## src/hdl/mhd_pkg.sv

```systemverilog
// Shared types, constants and the character table for the Morse hex decoder.
// Used by the front end, back end, top level and checker; has no dependencies of its own.
package mhd_pkg;

   localparam int TABLE_DEPTH = 30;
   localparam int QUEUE_DEPTH = 4;
   localparam int ADDR_WIDTH  = 4;
   localparam int DATA_WIDTH  = 32;

   localparam logic [5:0] IDX_EMPTY = 6'd63;
   localparam logic [5:0] IDX_OVER  = 6'd62;
   localparam logic [6:0] CHAR_STAR = 7'h2A;

   localparam logic [1:0] REG_ENABLE    = 2'd0;
   localparam logic [1:0] REG_THRESHOLD = 2'd1;
   localparam logic [1:0] REG_DOT_UNIT  = 2'd2;

   localparam logic [0:0] EVENT_LETTER = 1'b0;
   localparam logic [0:0] EVENT_WORD   = 1'b1;

   localparam logic [9:0]  THRESHOLD_RESET = 10'd700;
   localparam logic [10:0] DOT_UNIT_RESET  = 11'd92;

   // "547263EDCB9810/F******A*******"
   localparam logic [6:0] CODE_ROM [TABLE_DEPTH] = '{
      7'h35, 7'h34, 7'h37, 7'h32, 7'h36, 7'h33, 7'h45, 7'h44, 7'h43, 7'h42,
      7'h39, 7'h38, 7'h31, 7'h30, 7'h2F, 7'h46, 7'h2A, 7'h2A, 7'h2A, 7'h2A,
      7'h2A, 7'h2A, 7'h41, 7'h2A, 7'h2A, 7'h2A, 7'h2A, 7'h2A, 7'h2A, 7'h2A
   };

   typedef struct packed {
      logic        enable;
      logic [9:0]  on_threshold;
      logic [10:0] dot_unit_ms;
   } cfg_type;

   typedef struct packed {
      logic        tone_hit;
      logic [31:0] time_ms;
   } sample_type;

   typedef struct packed {
      logic       event_kind;
      logic [6:0] letter;
   } result_type;

endpackage

```

## src/hdl/mhd_queue.sv

```systemverilog
// Small first-in first-out queue on a register array.
// Generic; used for the classified samples and for the results. No package use.
module mhd_queue #(
   parameter int WIDTH = 8,
   parameter int DEPTH = 4
) (
   input  logic             clock,
   input  logic             reset,
   input  logic             push,
   input  logic [WIDTH-1:0] push_data,
   input  logic             pop,
   output logic [WIDTH-1:0] head_data,
   output logic             full,
   output logic             empty
);

   localparam int PW = (DEPTH > 1) ? $clog2(DEPTH) : 1;
   localparam int CW = $clog2(DEPTH + 1);

   logic [WIDTH-1:0] mem_ff [DEPTH];
   logic [PW-1:0]    wr_ptr_ff, wr_ptr_in;
   logic [PW-1:0]    rd_ptr_ff, rd_ptr_in;
   logic [CW-1:0]    count_ff, count_in;
   logic             do_push, do_pop;

   assign full      = (count_ff == CW'(DEPTH));
   assign empty     = (count_ff == '0);
   assign do_push   = push & ~full;
   assign do_pop    = pop & ~empty;
   assign head_data = mem_ff[rd_ptr_ff];

   always_comb begin
      wr_ptr_in = wr_ptr_ff;
      rd_ptr_in = rd_ptr_ff;
      count_in  = count_ff;
      if (do_push) begin
         wr_ptr_in = (wr_ptr_ff == PW'(DEPTH - 1)) ? '0 : wr_ptr_ff + 1'b1;
      end
      if (do_pop) begin
         rd_ptr_in = (rd_ptr_ff == PW'(DEPTH - 1)) ? '0 : rd_ptr_ff + 1'b1;
      end
      if (do_push && !do_pop) begin
         count_in = count_ff + 1'b1;
      end else if (do_pop && !do_push) begin
         count_in = count_ff - 1'b1;
      end
   end

   always_ff @(posedge clock) begin
      if (reset) begin
         wr_ptr_ff <= '0;
         rd_ptr_ff <= '0;
         count_ff  <= '0;
      end else begin
         wr_ptr_ff <= wr_ptr_in;
         rd_ptr_ff <= rd_ptr_in;
         count_ff  <= count_in;
      end
   end

   always_ff @(posedge clock) begin
      if (do_push) begin
         mem_ff[wr_ptr_ff] <= push_data;
      end
   end

endmodule

```

## src/hdl/mhd_front.sv

```systemverilog
// Front end: takes samples, drops them while disabled, flags tone against threshold.
// Depends on mhd_pkg for the configuration and sample types.
module mhd_front (
   input  mhd_pkg::cfg_type    cfg,
   input  logic                req_push,
   input  logic [9:0]          req_sample,
   input  logic [31:0]         req_time_ms,
   input  logic                queue_full,
   output logic                req_full,
   output logic                queue_push,
   output mhd_pkg::sample_type queue_data
);

   assign req_full            = queue_full;
   // a disabled step changes nothing, so it never reaches the back end
   assign queue_push          = req_push & ~queue_full & cfg.enable;
   assign queue_data.tone_hit = (req_sample > cfg.on_threshold);
   assign queue_data.time_ms  = req_time_ms;

endmodule

```

## src/hdl/mhd_back.sv

```systemverilog
// Back end: debounce, span timing, code tree walk and letter/word emission.
// Depends on mhd_pkg for types, the code table and tree constants.
module mhd_back (
   input  logic                clock,
   input  logic                reset,
   input  mhd_pkg::cfg_type    cfg,
   input  logic                in_empty,
   input  mhd_pkg::sample_type in_data,
   output logic                in_pop,
   input  logic                out_full,
   output logic                out_push,
   output mhd_pkg::result_type out_data
);

   logic        level_ff, level_in;
   logic        tone_on_ff, tone_on_in;
   logic        word_started_ff, word_started_in;
   logic        letter_done_ff, letter_done_in;
   logic [5:0]  tree_index_ff, tree_index_in;
   logic [31:0] last_change_ff, last_change_in;
   logic [31:0] last_on_ff, last_on_in;

   logic        fire, emit;
   logic [31:0] now, interval;
   logic [9:0]  debounce;
   logic [11:0] letter_space;
   logic [12:0] word_space;
   logic        dah;
   logic [6:0]  tree_inc, tree_next;
   logic [6:0]  rom_char;

   assign fire         = ~in_empty & ~out_full;
   assign in_pop       = fire;
   assign out_push     = fire & emit;
   assign now          = in_data.time_ms;
   assign debounce     = cfg.dot_unit_ms[10:1];
   assign letter_space = {cfg.dot_unit_ms, 1'b0};
   assign word_space   = {cfg.dot_unit_ms, 2'b00};

   // (t+1)*2 + dah, saturating past the table
   assign tree_inc  = {1'b0, tree_index_ff} + 7'd1;

   assign rom_char = (tree_index_ff < 6'(mhd_pkg::TABLE_DEPTH))
                   ? mhd_pkg::CODE_ROM[tree_index_ff[4:0]] : mhd_pkg::CHAR_STAR;

   always_comb begin
      level_in        = level_ff;
      tone_on_in      = tone_on_ff;
      word_started_in = word_started_ff;
      letter_done_in  = letter_done_ff;
      tree_index_in   = tree_index_ff;
      last_change_in  = last_change_ff;
      last_on_in      = last_on_ff;
      interval        = '0;
      dah             = 1'b0;
      tree_next       = '0;
      emit            = 1'b0;
      out_data        = '0;

      // debounce
      if (in_data.tone_hit) begin
         level_in   = 1'b1;
         last_on_in = now;
      end else if ((now - last_on_ff) > 32'(debounce)) begin
         level_in = 1'b0;
      end else if (now < last_on_ff) begin
         last_on_in = '0;
      end

      // span edges
      if (level_in) begin
         if (!tone_on_ff) begin
            if (word_started_ff) begin
               interval = now - last_change_ff;
            end
            tone_on_in      = 1'b1;
            last_change_in  = now;
            word_started_in = 1'b1;
         end
      end else begin
         interval = now - last_change_ff;
         if (tone_on_ff && word_started_ff) begin
            tone_on_in     = 1'b0;
            last_change_in = now;
            letter_done_in = 1'b0;
         end
      end

      if (interval != '0 && !tone_on_in && last_change_in == now) begin
         if (tree_index_ff != mhd_pkg::IDX_OVER) begin
            dah = (interval > 32'(letter_space));
            if (tree_index_ff == mhd_pkg::IDX_EMPTY) begin
               tree_next = {6'd0, dah};
            end else begin
               tree_next = {tree_inc[5:0], dah};
            end
            tree_index_in = (tree_next < 7'(mhd_pkg::TABLE_DEPTH))
                          ? tree_next[5:0] : mhd_pkg::IDX_OVER;
         end
      end else if (interval != '0 && word_started_in) begin
         if (!letter_done_in && interval > 32'(letter_space)) begin
            letter_done_in      = 1'b1;
            tree_index_in       = mhd_pkg::IDX_EMPTY;
            emit                = 1'b1;
            out_data.event_kind = mhd_pkg::EVENT_LETTER;
            out_data.letter     = rom_char;
         end else if (interval > 32'(word_space)) begin
            tone_on_in          = 1'b0;
            word_started_in     = 1'b0;
            letter_done_in      = 1'b0;
            tree_index_in       = mhd_pkg::IDX_EMPTY;
            last_change_in      = '0;
            last_on_in          = '0;
            emit                = 1'b1;
            out_data.event_kind = mhd_pkg::EVENT_WORD;
            out_data.letter     = '0;
         end
      end
   end

   always_ff @(posedge clock) begin
      if (reset) begin
         level_ff        <= 1'b0;
         tone_on_ff      <= 1'b0;
         word_started_ff <= 1'b0;
         letter_done_ff  <= 1'b0;
         tree_index_ff   <= mhd_pkg::IDX_EMPTY;
         last_change_ff  <= '0;
         last_on_ff      <= '0;
      end else if (fire) begin
         level_ff        <= level_in;
         tone_on_ff      <= tone_on_in;
         word_started_ff <= word_started_in;
         letter_done_ff  <= letter_done_in;
         tree_index_ff   <= tree_index_in;
         last_change_ff  <= last_change_in;
         last_on_ff      <= last_on_in;
      end
   end

endmodule

```

## src/hdl/morse_hex_decoder.sv

```systemverilog
// Morse hex decoder top level: register file, front end, sample queue, back end, result queue.
// A sample is held in the sample queue, its result in the result queue behind the rsp_ ports.
// Throughput: one sample per cycle; a full result queue holds the back end, then the input.
// Reset (synchronous): queues empty, decoder state cleared, registers to their defaults.
// Depends on mhd_pkg, mhd_queue, mhd_front and mhd_back.
module morse_hex_decoder #(
   parameter int QUEUE_DEPTH = mhd_pkg::QUEUE_DEPTH
) (
   input  logic                            clock,
   input  logic                            reset,
   input  logic                            req_push,
   output logic                            req_full,
   input  logic [9:0]                      req_sample,
   input  logic [31:0]                     req_time_ms,
   output logic                            rsp_empty,
   input  logic                            rsp_pop,
   output logic                            rsp_event_kind,
   output logic [6:0]                      rsp_letter,
   input  logic                            csr_psel,
   input  logic                            csr_penable,
   input  logic                            csr_pwrite,
   input  logic [mhd_pkg::ADDR_WIDTH-1:0]  csr_paddr,
   input  logic [mhd_pkg::DATA_WIDTH-1:0]  csr_pwdata,
   output logic [mhd_pkg::DATA_WIDTH-1:0]  csr_prdata,
   output logic                            csr_pready
);

   mhd_pkg::cfg_type    cfg_ff, cfg_in;
   mhd_pkg::sample_type front_data, mid_data;
   mhd_pkg::result_type back_data, rsp_data;
   logic                front_push, mid_full, mid_empty, mid_pop;
   logic                back_push, out_full;
   logic                csr_write;
   logic [1:0]          csr_index;

   assign csr_pready = 1'b1;
   assign csr_write  = csr_psel & csr_penable & csr_pwrite & csr_pready;
   assign csr_index  = csr_paddr[3:2];

   always_comb begin
      cfg_in = cfg_ff;
      if (csr_write) begin
         unique case (csr_index)
            mhd_pkg::REG_ENABLE:    cfg_in.enable       = csr_pwdata[0];
            mhd_pkg::REG_THRESHOLD: cfg_in.on_threshold = csr_pwdata[9:0];
            mhd_pkg::REG_DOT_UNIT:  cfg_in.dot_unit_ms  = csr_pwdata[10:0];
            default:                cfg_in = cfg_ff;
         endcase
      end
   end

   always_comb begin
      unique case (csr_index)
         mhd_pkg::REG_ENABLE:    csr_prdata = {31'd0, cfg_ff.enable};
         mhd_pkg::REG_THRESHOLD: csr_prdata = {22'd0, cfg_ff.on_threshold};
         mhd_pkg::REG_DOT_UNIT:  csr_prdata = {21'd0, cfg_ff.dot_unit_ms};
         default:                csr_prdata = '0;
      endcase
   end

   always_ff @(posedge clock) begin
      if (reset) begin
         cfg_ff.enable       <= 1'b0;
         cfg_ff.on_threshold <= mhd_pkg::THRESHOLD_RESET;
         cfg_ff.dot_unit_ms  <= mhd_pkg::DOT_UNIT_RESET;
      end else begin
         cfg_ff <= cfg_in;
      end
   end

   mhd_front u_front (
      .cfg         (cfg_ff),
      .req_push    (req_push),
      .req_sample  (req_sample),
      .req_time_ms (req_time_ms),
      .queue_full  (mid_full),
      .req_full    (req_full),
      .queue_push  (front_push),
      .queue_data  (front_data)
   );

   mhd_queue #(
      .WIDTH ($bits(mhd_pkg::sample_type)),
      .DEPTH (QUEUE_DEPTH)
   ) u_mid_queue (
      .clock     (clock),
      .reset     (reset),
      .push      (front_push),
      .push_data (front_data),
      .pop       (mid_pop),
      .head_data (mid_data),
      .full      (mid_full),
      .empty     (mid_empty)
   );

   mhd_back u_back (
      .clock    (clock),
      .reset    (reset),
      .cfg      (cfg_ff),
      .in_empty (mid_empty),
      .in_data  (mid_data),
      .in_pop   (mid_pop),
      .out_full (out_full),
      .out_push (back_push),
      .out_data (back_data)
   );

   mhd_queue #(
      .WIDTH ($bits(mhd_pkg::result_type)),
      .DEPTH (QUEUE_DEPTH)
   ) u_rsp_queue (
      .clock     (clock),
      .reset     (reset),
      .push      (back_push),
      .push_data (back_data),
      .pop       (rsp_pop),
      .head_data (rsp_data),
      .full      (out_full),
      .empty     (rsp_empty)
   );

   assign rsp_event_kind = rsp_data.event_kind;
   assign rsp_letter     = rsp_data.letter;

endmodule

```

## config.mk

```make
export PLATFORM = sky130hd
export DESIGN_NAME = morse_hex_decoder
export DESIGN_NICKNAME = d
export VERILOG_FILES = /design/src/hdl/mhd_pkg.sv /design/src/hdl/mhd_queue.sv /design/src/hdl/mhd_front.sv /design/src/hdl/mhd_back.sv /design/src/hdl/morse_hex_decoder.sv
export SDC_FILE = /design/constraint.sdc
export NUM_CORES = 1
export LEC_CHECK = 0
export BUFFER_PORTS_ARGS = -buffer_cell sky130_fd_sc_hd__buf_2
export CAP_MARGIN = 25
export CORE_MARGIN = 1.5
export CORE_UTILIZATION = 55
export CTS_BUF_LIST = sky130_fd_sc_hd__clkbuf_16
export DETAILED_ROUTE_END_ITERATION = 10
export PLACE_DENSITY = 0.77
export SYNTH_ARGS = -nofsm -noshare
export SYNTH_HDL_FRONTEND = slang
export SYNTH_SLANG_ARGS = --single-unit
```

## constraint.sdc

```tcl
create_clock -name clock -period 8.7 [get_ports clock]
set_clock_uncertainty 0.2 [all_clocks]
set_input_delay 1.74 -clock clock [delete_from_list [all_inputs] [get_ports clock]]
set_output_delay 1.74 -clock clock [all_outputs]
set_load 0.05 [all_outputs]
```

======== Word level (Yosys, flattened, before mapping) ========
Memories as Yosys holds them, arrays and structs flattened. A register that Yosys moved wholly into a read port is not among the register bits.
Index checks and enable logic that the tools add are counted.
word-level totals
  bits in registers ....................... 110
  bits in writable memories ............... 164
  memory bits (read-only) ................. 224
  input bits .............................. 85
  output and inout bits ................... 43
  logic and storage cells ................. 166
  memories kept ........................... 3
memories
  name                depth  bits a word  rd ports  clocked after Yosys merged registers in  wr ports  RTL line         text
  (name not given)    32     7            1         0                                        0         mhd_back.sv:44   ? mhd_pkg::CODE_ROM[tree_index_ff[4:0]] : mhd_pkg::CHAR_STAR;
  u_mid_queue.mem_ff  4      33           1         1                                        1         mhd_queue.sv:20  logic [WIDTH-1:0] mem_ff [DEPTH];
  u_rsp_queue.mem_ff  4      8            1         1                                        1         mhd_queue.sv:20
operators by class
  $add $sub $neg .......................... 11
  order comparisons ....................... 8
  equality and inequality tests ........... 12
  muxes and demuxes ....................... 74
  bitwise operators ....................... 15
  reduce and logical (&&, ||, !) cells .... 27
operator list
  cell                                                                  number
  32-bit two-way mux                                                    17
  32-bit subtractor                                                     2
  7-bit two-way mux                                                     6
  6-bit two-way mux                                                     6
  11-bit one-hot mux with 3 select lines                                1
  32-bit equality test                                                  1
  32-bit by 10-bit greater-than comparator with 1-bit output            1
  32-bit by 12-bit greater-than comparator with 1-bit output            1
  32-bit by 13-bit greater-than comparator with 1-bit output            1
  32-bit < comparator                                                   1
  8-bit two-way mux                                                     4
  32-bit nonzero test                                                   1
  1-bit two-way mux                                                     28
  2-bit two-way mux                                                     8
  3-bit two-way mux                                                     4
  1-bit bitwise AND                                                     10
  2-bit equality test, second input constant                            5
  10-bit greater-than comparator                                        1
  1-bit logical AND                                                     9
  2-bit by 1-bit adder with 2-bit output, second input constant         4
  7-bit by 5-bit < comparator with 1-bit output, second input constant  1
  3-bit by 1-bit adder with 3-bit output, second input constant         2
  6-bit by 1-bit adder with 6-bit output, second input constant         1
  3-bit equality test, second input constant                            2
  16 further kinds                                                      30

======== Depth between registers and ports, before layout ========
  depth after elaboration ................. 16
  depth in mapped cells ................... 43
  depth with buffers taken out ............ 40

======== Cells and area by module ========
A second synthesis with hierarchy kept.
second synthesis, totals
  cell total of the unflattened synthesis .. 1,621
  area, all modules ....................... 17,056.4 µm²
by module, submodules not included
  module                    instances  cells an instance  area an instance (µm²)  sequential area each (µm²)
  mhd_back                  1          1,104              8,424.3                 1,481.4
  mhd_queue at u_mid_queue  1          223                5,248.8                 4,144.0
  mhd_queue at u_rsp_queue  1          92                 1,645.3                 1,141.1
  morse_hex_decoder         1          132                1,229.9                 440.4
  mhd_front                 1          70                 508.0                   0.0

======== Worst setup path after synthesis ========
OpenSTA, ideal clock, no wires.
  path kind ............................... register to register
  start ................................... reg with a tool-made name
  end ..................................... reg u_rsp_queue.count_ff[2]
  arrival time ............................ 9.107 ns
  data required time ...................... 8.430 ns
  setup slack ............................. -0.677 ns
  cell stages (with the launch flop) ...... 41
  path through ............................ dfxtp_1 -> buf_2 -> buf_1 -> mux2_2 -> o21ai_0 -> inv_1 -> ha_1 -> nor2b_1 -> o2111a_1 -> nor2_1 -> o21ai_0 -> a31oi_1 -> xnor2_1 -> ha_1 -> a211oi_1 -> o21ai_0 -> a221oi_1 -> o32a_1 -> [... 5 more ...] -> and3_1 -> ha_1 -> nor2b_1 -> o21a_1 -> o21a_1 -> o21a_1 -> o21ai_0 -> a21oi_1 -> o31a_1 -> o21ai_0 -> o211ai_2 -> and3_1 -> ha_1 -> inv_1 -> fa_1 -> xor2_1 -> or3_1 -> a21oi_1
RTL lines
  element               RTL line         text
  end signal, assigned  mhd_queue.sv:57  count_ff <= count_in;
  end, declared         mhd_queue.sv:23  logic [CW-1:0] count_ff, count_in;

==> metrics.txt <==
# DRC=0; status=finished clean; final wirelength=48.36 mm; Final Critical Period=8.402 ns; CP arrival=8.69 ns; total power=~0.0086 W; P&R area growth vs syn=14.39%; DP HPWL=36.47 mm; slew margin rel.=around 35%; Area contributors post-synth=edfxtp_1, dfxtp_1, ha_1; IO Port Bufs=82; R2R setup slack=about 0.3 ns; Ports=~130; gr ovfl total=0; vias per inst=~6; fin util=~64%; ys async rst share=0%; root buf cell=clkbuf_16; Die Wd=~180 µm; Leak=7.716 nW; post-synth top area share=between 20% and 30%; Overall Global Routing Usage=around 29%; gpl congestion=about 0.92; Vias=roughly 15000; syn_area_per_cell=10.20 µm²; crit start category=flop; number of enable flip-flop cells after synthesis=~160; post-route clock period utilization=96.57%; vias in the first global route=between 10000 and 15000; Synth Warn #=0; Mapped Cells=~1800; number of CTS-inserted buffers=28; Final Non-Filler Cells=2356; hold_sp=u_back.last_change_ff[28]; CTS Hold Buffers Added=0; dpl cells=2296; Yosys reg bits=278; initial core utilization=a little under three fifths; first-pass GRT wire length=75.63 mm; reg-to-reg endpoint=u_rsp_queue.count_ff[2]; critical path class=flop to flop; min-delay worst type=flop to flop; largest net degree at the start of global routing=49; number of hold violations in the final report=0; TritonRoute pass-1 iters=5; Worst setup endpoint=u_rsp_queue.count_ff[2]; post-synthesis sequential area ratio=between 40% and 50%; worst skew pair latency=0.59 ns; PD cells=422.0 mW/mm²; CP most frequent cell=buf_4; Worst Setup End Kind=flop; initial antenna violation count=0; Die Y=~180 µm; fill count=between 2000 and 3000; nets@finish=about 2100; Post-Syn Area=between 0.015 and 0.02 mm²; final slew viol count=0; R2R depth=38; share of layout cells above drive strength 1=approximately a fifth; Clock Path Buffers=3; Peak VDD IR=between 0.2 and 0.3 mV; antenna diode count=0; CORE AREA=around 0.032 mm²; clk sink count=278; WHS=0.2735 ns; Req. time, crit path=approximately 9.0 ns; clock-pin transition on the worst setup and hold timing paths=0.06 ns; DR WL/cell=roughly 21 µm; remaining antenna violation count=0; H-tree levels=1; Worst Tran Pin Value=around 0.97 ns; Fin Setup TNS=0 ns; CP peak stage delay=about 0.61 ns; post-synthesis cell type count=a little under 100; ys flop type=edfxtp_1; Synth area leader=edfxtp_1; Max Fanout on Critical Path=11; Detailed Route Iter0 Violations=roughly 1200; Slowest cell on crit path=mux4_2; row cnt=65; CTS tree=done; FMAX=around 120 MHz; Max-Cap Viols=0; Setup Viol. Count Final=0; Die ar.=roughly 0.034 mm²
## cell families after synthesis
family          share of synthesized area [%]
buf+inv                                 6.271
fa+ha+maj                               9.197
compound gates                          21.36
other cells                           0.04201
mux                                     6.544
simple gates                            13.04
xor+xnor                                3.234
flops                                   40.32
## layer usage
| metal | vias up | wire length, µm | track usage [%] | part of all wire [%] |
|---|---|---|---|---|
| met5 | - | 0 | 0 | 0 |
| met4 | 0 | 1713 | 10.10 | 3.5 |
| met3 | 107 | 2991 | 3.574 | 6.2 |
| met2 | 544 | 22990 | 47.77 | 48 |
| met1 | 7036 | 20660 | 38.21 | 43 |
| li1 | 6867 | - | - | - |
## metrics by stage
stage	setup WS, ns	cell area (µm²)
finish	0.2981	20450
global route	-0.01998	20450
CTS	0.01316	20310
detailed placement	-0.08918	19260
global placement	0.01860	19260
floorplan	0.02262	17960
## state kept, by name, summed over array words and instances, names as in the netlist, named ones only
register and flops:
u_mid_queue.mem_ff 132, u_mid_queue.count_ff 3, u_back.level_ff 1, u_back.word_started_ff 1
u_rsp_queue.rd_ptr_ff 2, u_back.letter_done_ff 1, cfg_ff 22, u_back.last_change_ff 32
u_back.tree_index_ff 6, u_rsp_queue.count_ff 3, u_back.last_on_ff 32, u_mid_queue.rd_ptr_ff 2
u_mid_queue.wr_ptr_ff 2, u_rsp_queue.mem_ff 32, u_rsp_queue.wr_ptr_ff 2, u_back.tone_on_ff 1
## worst min path at each step
stage | endpoint | slack, ns | cells after the start
after floorplan | u_back.last_change_ff[1] | 0.23 | 1
after global placement | u_back.last_change_ff[5] | 0.25 | 1
after detailed placement | u_back.last_change_ff[26] | 0.25 | 1
after global routing | u_back.last_change_ff[27] | 0.29 | 1
after CTS | u_back.last_change_ff[26] | 0.27 | 1
final | u_back.last_change_ff[28] | 0.27 | 1
## area by class of cell
class,instances,area (µm²),area share [%]
repair buffers,204,1396,6.829
clock buffers,29,725.7,3.549
multi-input cells,1241,9804,47.95
clock inverters,23,219.0,1.071
flip-flops and latches,278,7211,35.26
well taps,435,544.3,2.662
inverters,146,548.0,2.680
## synthesized netlist by cell type, types with 27 or more instances
library cell	count
edfxtp_1	164
inv_1	145
ha_1	125
nand2_1	119
dfxtp_1	114
a21oi_1	98
nor2_1	92
o21ai_0	61
clkbuf_1	56
nand3_1	54
xnor2_1	50
o211ai_1	39
mux4_2	37
nand4_1	37
a2111o_1	34
o2bb2ai_1	33
a21o_1	31
o21a_1	31
mux2i_1	28
nor3_1	27
## power breakdown
part           switching (W)  leakage [nW]  internal [W]  total, W
Sequential          0.000126          2.39       0.00157   0.00170
Clock               0.000537         0.484      0.000699   0.00124
Combinational        0.00341          4.84       0.00229   0.00570
## repair_timing
action                                  4_1_cts  5_1_grt
gates cloned                                  0        0
pin swaps                                     8       20
buffers inserted                              2        6
gates resized for setup                      18       23
endpoints found under the setup margin        2      103
## placed cells by master (no fill, tap or decap), drive strengths merged, types with 9 or more instances in the layout
cell     count
clkinv       9
nand4       38
o2111ai      9
ha         125
o211ai      60
nand2b      11
edfxtp     164
a31oi       15
a22o        11
inv        155
conb        22
clkbuf      29
mux2i       28
mux4        37
o21a        31
o2bb2ai     33
a2111o      34
o21ai       67
nand2      119
and2        21
buf        204
a211oi      15
a21oi      106
a21o        31
xnor2       50
nor2        92
dfxtp      114
nor2b       20
nand3       55
and3        15
nor3        27
or3         12
xor2        16
nor4        12
## critical path, delay by kind of cell, from the launching register on
family	cells	cell delay [ns]
compound gates	13	2.04
xor+xnor	2	0.30
fa+ha+maj	5	1.45
buf+inv	5	0.60
flops	1	0.39
mux	1	0.61
simple gates	12	2.71
(Power assumes the default switching activity.)
